[src/rtl/core/fcc_pkg.sv]
// ----------------------------------------------------------------------------
// fcc_pkg
// Shared types and constants for the circular convolver core.
// ----------------------------------------------------------------------------
package fcc_pkg;

  localparam int MAX_LEN_LOG2 = 10;
  localparam int MAX_LEN      = 1 << MAX_LEN_LOG2;
  localparam int ADDR_W       = MAX_LEN_LOG2;
  localparam int SAMPLE_W     = 16;
  localparam int PROD_W       = 2 * SAMPLE_W;
  localparam int RESULT_W     = 42;
  localparam int LOG_W        = 4;
  localparam int PADDR_W      = 3;
  localparam int PDATA_W      = 32;
  localparam logic [LOG_W-1:0] LEN_LOG2_RST = LOG_W'(MAX_LEN_LOG2);

  // item opcodes
  localparam logic OP_LOAD = 1'b0;
  localparam logic OP_READ = 1'b1;

  // register index (byte address bit 2)
  localparam logic REG_LEN_LOG2 = 1'b0;

  typedef enum logic [2:0] {
    ST_CLEAR,
    ST_IDLE,
    ST_CONV,
    ST_DRAIN,
    ST_READ
  } state_t;

  // controller to datapath commands
  typedef struct packed {
    logic              clr_we;
    logic [ADDR_W-1:0] clr_addr;
    logic              load_we;
    logic              issue;
    logic [ADDR_W-1:0] n;
    logic [ADDR_W-1:0] k;
    logic              first_k;
    logic              last_k;
    logic              rd_en;
    logic              out_ok;
  } cmd_t;

endpackage

[src/rtl/core/fcc_ctrl.sv]
// ----------------------------------------------------------------------------
// fcc_ctrl
// Sequencer: store clearing, item accept, MAC sweep, read response, config.
// ----------------------------------------------------------------------------
module fcc_ctrl (
  input  logic                          clk,
  input  logic                          rst_n,
  input  logic                          start,
  output logic                          busy,
  input  logic                          in_op,
  input  logic [fcc_pkg::ADDR_W-1:0]    in_index,
  input  logic                          in_last,
  input  logic                          cfg_psel,
  input  logic                          cfg_penable,
  input  logic                          cfg_pwrite,
  input  logic [fcc_pkg::PADDR_W-1:0]   cfg_paddr,
  input  logic [fcc_pkg::PDATA_W-1:0]   cfg_pwdata,
  output logic [fcc_pkg::PDATA_W-1:0]   cfg_prdata,
  output logic                          cfg_pready,
  output logic [fcc_pkg::ADDR_W-1:0]    len_mask,
  output fcc_pkg::cmd_t                 cmd,
  output logic                          out_strobe,
  output logic [fcc_pkg::ADDR_W-1:0]    out_result_index,
  output logic                          out_valid_res
);
  import fcc_pkg::*;

  state_t            state_r, state_nxt;
  logic [ADDR_W-1:0] cnt_r, cnt_nxt;
  logic [ADDR_W-1:0] n_r, n_nxt;
  logic [ADDR_W-1:0] k_r, k_nxt;
  logic [1:0]        drain_r, drain_nxt;
  logic [LOG_W-1:0]  len_r;
  logic              ready_r;
  logic [ADDR_W-1:0] rd_idx_r;
  logic              rd_ok_r;
  logic [LOG_W-1:0]  eff_log;
  logic              accept;
  logic              in_range;
  logic              cfg_wr;
  logic              last_k;

  // effective length, clamped to 2..MAX_LEN
  always_comb begin
    if (len_r == '0) begin
      eff_log = LOG_W'(1);
    end else if (len_r > LOG_W'(MAX_LEN_LOG2)) begin
      eff_log = LOG_W'(MAX_LEN_LOG2);
    end else begin
      eff_log = len_r;
    end
  end
  assign len_mask = ADDR_W'(((ADDR_W+1)'(1) << eff_log) - (ADDR_W+1)'(1));

  assign busy     = (state_r != ST_IDLE);
  assign accept   = start && !busy;
  assign in_range = ((in_index & ~len_mask) == '0);
  assign last_k   = (k_r == len_mask);

  // config port
  assign cfg_pready = 1'b1;
  assign cfg_wr     = cfg_psel && cfg_penable && cfg_pwrite && cfg_pready;
  assign cfg_prdata = (cfg_paddr[2] == REG_LEN_LOG2) ? PDATA_W'(len_r) : '0;

  // next state
  always_comb begin
    state_nxt = state_r;
    cnt_nxt   = cnt_r;
    n_nxt     = n_r;
    k_nxt     = k_r;
    drain_nxt = drain_r;
    case (state_r)
      ST_CLEAR: begin
        cnt_nxt = cnt_r + ADDR_W'(1);
        if (cnt_r == '1) state_nxt = ST_IDLE;
      end
      ST_IDLE: begin
        if (accept) begin
          if (in_op == OP_READ) begin
            state_nxt = ST_READ;
          end else if (in_last) begin
            state_nxt = ST_CONV;
            n_nxt     = '0;
            k_nxt     = '0;
          end
        end
      end
      ST_CONV: begin
        k_nxt = last_k ? '0 : k_r + ADDR_W'(1);
        if (last_k) begin
          n_nxt = n_r + ADDR_W'(1);
          if (n_r == len_mask) begin
            state_nxt = ST_DRAIN;
            drain_nxt = '0;
          end
        end
      end
      ST_DRAIN: begin
        drain_nxt = drain_r + 2'd1;
        if (drain_r == 2'd2) state_nxt = ST_IDLE;
      end
      ST_READ: state_nxt = ST_IDLE;
      default: state_nxt = ST_IDLE;
    endcase
  end

  // outputs
  always_comb begin
    cmd          = '0;
    cmd.clr_addr = cnt_r;
    cmd.n        = n_r;
    cmd.k        = k_r;
    cmd.first_k  = (k_r == '0);
    cmd.last_k   = last_k;
    cmd.out_ok   = rd_ok_r;
    out_strobe   = 1'b0;
    case (state_r)
      ST_CLEAR: cmd.clr_we = 1'b1;
      ST_IDLE: begin
        cmd.load_we = accept && (in_op == OP_LOAD) && in_range;
        cmd.rd_en   = accept && (in_op == OP_READ);
      end
      ST_CONV:  cmd.issue = 1'b1;
      ST_DRAIN: ;
      ST_READ:  out_strobe = 1'b1;
      default: ;
    endcase
  end

  assign out_result_index = rd_idx_r;
  assign out_valid_res    = rd_ok_r;

  // control registers
  always_ff @(posedge clk) begin
    if (!rst_n) begin
      state_r <= ST_CLEAR;
      cnt_r   <= '0;
      n_r     <= '0;
      k_r     <= '0;
      drain_r <= '0;
      len_r   <= LEN_LOG2_RST;
      ready_r <= 1'b0;
      rd_ok_r <= 1'b0;
    end else begin
      state_r <= state_nxt;
      cnt_r   <= cnt_nxt;
      n_r     <= n_nxt;
      k_r     <= k_nxt;
      drain_r <= drain_nxt;
      if (cfg_wr && cfg_paddr[2] == REG_LEN_LOG2) begin
        len_r   <= cfg_pwdata[LOG_W-1:0];
        ready_r <= 1'b0;
      end else if (state_r == ST_DRAIN && state_nxt == ST_IDLE) begin
        ready_r <= 1'b1;
      end
      if (cmd.rd_en) rd_ok_r <= ready_r && in_range;
    end
  end

  // read index echo
  always_ff @(posedge clk) begin
    if (cmd.rd_en) rd_idx_r <= in_index;
  end

endmodule

[config.mk]
export PLATFORM = sky130hd
export DESIGN_NAME = fcc_ctrl
export DESIGN_NICKNAME = d
export VERILOG_FILES = /design/src/rtl/core/fcc_pkg.sv /design/src/rtl/core/fcc_ctrl.sv
export SDC_FILE = /design/constraint.sdc
export NUM_CORES = 1
export LEC_CHECK = 0
export ABC_AREA = 1
export BUFFER_PORTS_ARGS = -buffer_cell sky130_fd_sc_hd__buf_2
export CORE_UTILIZATION = 51
export CTS_CLUSTER_SIZE = 8
export DETAILED_ROUTE_END_ITERATION = 10
export GPL_TIMING_DRIVEN = 0
export PLACE_DENSITY = 0.86
export SYNTH_ARGS = -nofsm -noshare
export SYNTH_HDL_FRONTEND = slang
export SYNTH_SLANG_ARGS = --single-unit
[constraint.sdc]
create_clock -name clk -period 4 [get_ports clk]
set_input_delay 0.8 -clock clk [delete_from_list [all_inputs] [get_ports clk]]
set_output_delay 0.8 -clock clk [all_outputs]
set_load 0.05 [all_outputs]
# Word-level counts from Yosys, hierarchy flattened

Cells that the tools add are included.

$add $sub $neg: 5
$lt $le $gt $ge: 1
Equality and inequality tests: 15
Shifts and indexed selects: 1
Multiplexer cells: 26
Bitwise gates (word level): 5
Reductions and logical operators: 20

Operators by type and width:

| cell                    | number |
|---|---|
| $mux W10                | 5 |
| $pmux W10 S2            | 2 |
| $add A10 B1 Y10 const B | 3 |
| $mux W3                 | 7 |
| $eq A10 B10 Y1          | 2 |
| $logic_not A10 Y1       | 2 |
| $mux W4                 | 3 |
| $pmux W3 S4             | 1 |
| $and A10 B10 Y10        | 1 |
| $eq A10 B10 Y1 const B  | 1 |
| $ne A2 B2 Y1 const B    | 5 |
| $not A10 Y10            | 1 |
| $shl A1 B4 Y10 const A  | 1 |
| $sub A10 B2 Y10 const B | 1 |
| $logic_and A1 B1 Y1     | 9 |
| $eq A3 B1 Y1 const B    | 2 |
| $eq A3 B2 Y1 const B    | 2 |
| $mux W1                 | 5 |
| $reduce_and A5 Y1       | 1 |
| $gt A4 B4 Y1 const B    | 1 |
| $logic_not A4 Y1        | 1 |
| $mux W2                 | 2 |
| $pmux W2 S2             | 1 |
| $reduce_and A4 Y1       | 1 |
| other kinds (10)        | 13 |

Flip-flop bits (word level): 51
Word-level logic and storage cells: 82

# Depth between registers and ports, before layout

Depth after elaboration: 11
Mapped depth: 18
Mapped depth without buffers: 17

# Worst setup path before layout

OpenSTA, ideal clock, no wires.

Path type: register -> output
From: register len_r[2]
To: output port cmd[25] in the netlist's numbering
Arrival: 2.530 ns
Required time: 3.200 ns
Slack: 0.670 ns
Cell stages (with the launch flop): 13
Buffers on the path: 0
Path through: dfxtp_1 > nor2_1 > nand2_1 > ha_1 > nand2_1 > nand2_1 > nand2_1 > inv_1 > nand2_1 > nand2_1 > nor3_1 > nand2_1 > nor2_1

RTL lines:

| what                   | RTL line        | source |
|---|---|---|
| start, declared        | fcc_ctrl.sv:33  | `logic [LOG_W-1:0] len_r;` |
| start signal, assigned | fcc_ctrl.sv:151 | `len_r <= cfg_pwdata[LOG_W-1:0];` |
| end, declared          | fcc_ctrl.sv:21  | `output fcc_pkg::cmd_t cmd,` |

# Final worst setup path

From: register len_r[3]
To: output port cmd[2] in the netlist's numbering

Word-level cells in the longest chain between the ends: 6
Elaborated cells between the ends (all ways): 7
Those cells by class: add/sub (1); order compare (1); eq/ne (1); shift (1); mux (2); reduce/logical (1)

Ends and longest elaborated chain:

| what              | RTL line       | source |
|---|---|---|
| $gt A4 B4 Y1      | fcc_ctrl.sv:47 | `end else if (len_r > LOG_W'(MAX_LEN_LOG2)) begin` |
| $mux W4           | fcc_ctrl.sv:47 |  |
| $mux W4 *         | fcc_ctrl.sv:45 | `if (len_r == '0) begin` |
| $shl A1 B4 Y10 *  | fcc_ctrl.sv:53 | `assign len_mask = ADDR_W'(((ADDR_W+1)'(1) << eff_log) - (ADDR_W+1)'(1));` |
| $sub A10 B2 Y10 * | fcc_ctrl.sv:53 |  |
| $eq A10 B10 Y1 *  | fcc_ctrl.sv:58 | `assign last_k = (k_r == len_mask);` |

Mark *: on every way between the ends. The rest lies on a longest branch, timed or not.

==> flow_summary.json <==
{
  "die_w_um": 81.62,
  "synth_top_cells_by_area": "dfxtp_1, nand2_1, edfxtp_1",
  "finalCritPeriodShare": 0.8913,
  "critPathSlowestCell": "ha_1",
  "die-height_um": 81.62,
  "post_cts_buffers": 0,
  "synth_most_common_cell": "nand2_1",
  "grt_pass1_wl_um": 13610,
  "cts_inserted_buffers": 5,
  "postSynthCellCount": 472,
  "port_buffers": 85,
  "worst_pin_slew_ps": 591.7,
  "start_util": 0.5365,
  "drt_iter0_drc": 286,
  "antenna_found_initial": 0,
  "p_comb_frac": 0.289,
  "grt_pass1_vias": 3103,
  "die_area_um2": 6662,
  "fin_setup_tns_ps": 0,
  "fmax_ghz": 0.2805,
  "crit_start": "len_r[3]$_SDFFE_PN1P_",
  "p_sw_frac": 0.3727,
  "grt-ovfl-total": 0,
  "worstPathMaxFanout": 10,
  "grt_max_degree": 16,
  "period_minus_slack_ps": 3565,
  "r2r_slack_ps": 1440,
  "drive_gt1_frac": 0.2593,
  "cpPeakStageDelay_ps": 400,
  "io_pins": 146,
  "cts_buffer_depth": 2,
  "synth_area_um2": 3233,
  "syn2layout_area_growth_pct": 22.64,
  "synth.largest_area_cell": "dfxtp_1",
  "postLayoutCoreUtil": 0.6580,
  "path_class": "reg -> out",
  "cts_tree": "done",
  "synthArstFlopShare": 0,
  "vias": 3370,
  "skew_ps": 12.47,
  "holdWs_ps": 476.1,
  "diodes": 0,
  "synth.mux.area_fraction": 0,
  "detail_route.wl_per_cell_um": 12.45,
  "p_switching_w": 0.0004675,
  "synth-main-ff-cell": "dfxtp_1",
  "r2r_end": "n_r[6]$_SDFFE_PN0P_",
  "syn_area_per_cell_um2": 6.850,
  "synth_edf_count": 10,
  "path_clk_slew_ps": 100,
  "ys_ff_latch": 51,
  "intPower_w": 0.0007870,
  "crit_path_start_kind": "flop",
  "dpl.hpwl_um": 6407,
  "yosysUniqueCellTypes": 38,
  "cap_violations": 0,
  "synth_seq_area_share": 0.3467,
  "worstPathArrival_ps": 2770,
  "crit_path_end_kind": "primary output",
  "synth-compound-area-share": 0.07663,
  "min_path_type": "reg -> reg",
  "relSlewSlack": 0.6019,
  "regToRegStartpoint": "len_r[3]$_SDFFE_PN1P_",
  "yosysTopAreaCellShare": 0.2539,
  "nNetsFinal": 652,
  "rsz0062_at_grt": "no",
  "grt_util_all_layers": 0.2655,
  "synthAdderAreaFrac": 0.02322,
  "num_rows": 28,
  "ff2ff_path_depth": 18,
  "final-hold-violation-count": 0,
  "drtPass1Iterations": 5,
  "worstHoldPathCells": 1,
  "clock_latency_ps": 310,
  "cp.depth": 16,
  "htree_levels": 2,
  "place.gp.congestion": 0.9039,
  "cts_resized": 0,
  "leakage_nw": 1.951,
  "power.density_nw_per_um2": 316.4,
  "coreArea_um2": 6026,
  "drc": 0,
  "crit_chain": "inv_1, buf_2, nand2_1, ha_1, nand2_1, nand2_1, nand2_1, nor2_1, nand2_1, nor2_1, nand2_1, nor2_1, nand3_2, inv_1, buf_4, buf_2",
  "slew_violations": 0,
  "synth_top_family_by_area": "simple AND/OR/NAND/NOR gates",
  "final_antenna_net_count": 0,
  "setup_viol": 0,
  "peakVddDrop_mv": 0.1569,
  "drt_wl_total_um": 8328,
  "synth-xor-area-share": 0.03793,
  "cts_sinks": 51,
  "p_seq_frac": 0.446,
  "root_buffer": "clkbuf_8",
  "status": "finished clean",
  "cp_top_family": "simple AND/OR/NAND/NOR gates",
  "crit_top_cell": "nand2_1",
  "synthTopCellsByCount": "nand2_1, nor2_1, inv_1, dfxtp_1, nand3_1",
  "clkPwrFrac": 0.265,
  "endpoint": "cmd[2]",
  "synth-simple-area-share": 0.3533,
  "via_per_inst": 5.037,
  "crit_required_ps": 3200,
  "path_buf_inv": 5,
  "hold_buffers": 0,
  "yosys_warnings": 0
}
## cell usage in the layout, fill, tap and decap left out, drive strengths merged, types with 2 or more instances in the layout
cell / instances
a31oi: 2
conb: 31
nor4: 3
nand2: 117
clkbuf: 12
nor3: 10
o211ai: 3
dfxtp: 41
nor2: 65
ha: 6
nand4: 10
buf: 121
nand3: 42
a21oi: 22
xor2: 13
o21ai: 16
nand3b: 2
edfxtp: 10
or2: 2
inv: 60
## power groups by stage
stage / sequential (W) / combinational [W] / clock (W)
3_5_place_dp: 0.000571 / 0.000358 / 0
5_1_grt: 0.000562 / 0.000392 / 0.000355
4_1_cts: 0.000559 / 0.000360 / 0.000337
6_report: 0.000559 / 0.000363 / 0.000333
3_3_place_gp: 0.000570 / 0.000355 / 0
2_1_floorplan: 0.000607 / 0.000249 / 0
## layer usage
| metal | wire (um) | up-vias | track usage |
|---|---|---|---|
| li1 | - | 1686 | - |
| met1 | 3483 | 1523 | 0.3053 |
| met2 | 4071 | 132 | 0.4733 |
| met3 | 498 | 29 | 0.04000 |
| met4 | 274 | 0 | 0.1368 |
| met5 | 0 | - | 0 |
## cell type report
| cell class | instances | area, um2 |
|---|---|---|
| Multi-Input combinational cell | 348 | 1704 |
| Timing Repair Buffer | 85 | 425.4 |
| Fill cell | 550 | 2061 |
| Clock buffer | 7 | 96.34 |
| Sequential cell | 51 | 1121 |
| Inverter | 61 | 229.0 |
| Buffer | 41 | 287.8 |
| Tap cell | 75 | 93.84 |
| Clock inverter | 1 | 7.507 |
## per-stage QoR
stage / instances / cell area (um2) / worst slack [ps] / power, W
3_5_place_dp: 661 / 3861 / 889.0 / 0.0009285
2_1_floorplan: 501 / 3342 / 669.7 / 0.0008563
5_1_grt: 669 / 3965 / 200.5 / 0.001309
3_3_place_gp: 661 / 3861 / 908.2 / 0.0009248
4_1_cts: 669 / 3965 / 463.9 / 0.001256
6_report: 669 / 3965 / 434.9 / 0.001254
## kinds of logic after synthesis
logic type,after synthesis
buffers and inverters,102
other,2
adders and majority gates,6
DFF,51
AOI/OAI and AO/OA,44
and+or+nand+nor,253
xor gates and xnor gates,14
## worst register-to-register path, cell delays in order (launching register included)
cell,delay [ps]
dfxtp_1,320
inv_1,70
buf_2,240
nand2_1,90
ha_1,400
nand2_1,80
nand2_1,70
nand2_1,50
nor2_1,80
nand2_1,60
nor2_1,160
nand2_1,70
nor2_1,110
nand3_2,130
nand2_4,150
nand2_4,80
buf_6,150
nand2_1,60
a21oi_1,60
## sequential cells by signal, summed over array words and instances (netlist names)
signal and flops:
cnt_r 10, k_r 10, n_r 10, out_result_index 10, len_r 4, state_r 3, drain_r 2, out_valid_res 1
ready_r 1
## worst min-delay path by stage
stage	endpoint	slack, ps	from
after CTS	drain_r[0]$_SDFFE_PN0P_	480	drain_r[0]$_SDFFE_PN0P_
after floorplan	drain_r[0]$_SDFFE_PN0P_	430	drain_r[0]$_SDFFE_PN0P_
after global placement	drain_r[0]$_SDFFE_PN0P_	440	drain_r[0]$_SDFFE_PN0P_
after detailed placement	drain_r[0]$_SDFFE_PN0P_	470	drain_r[0]$_SDFFE_PN0P_
final	drain_r[0]$_SDFFE_PN0P_	480	drain_r[0]$_SDFFE_PN0P_
after global routing	n_r[8]$_SDFFE_PN0P_	500	n_r[8]$_SDFFE_PN0P_
No activity file was read; power rests on OpenSTA's default activity.
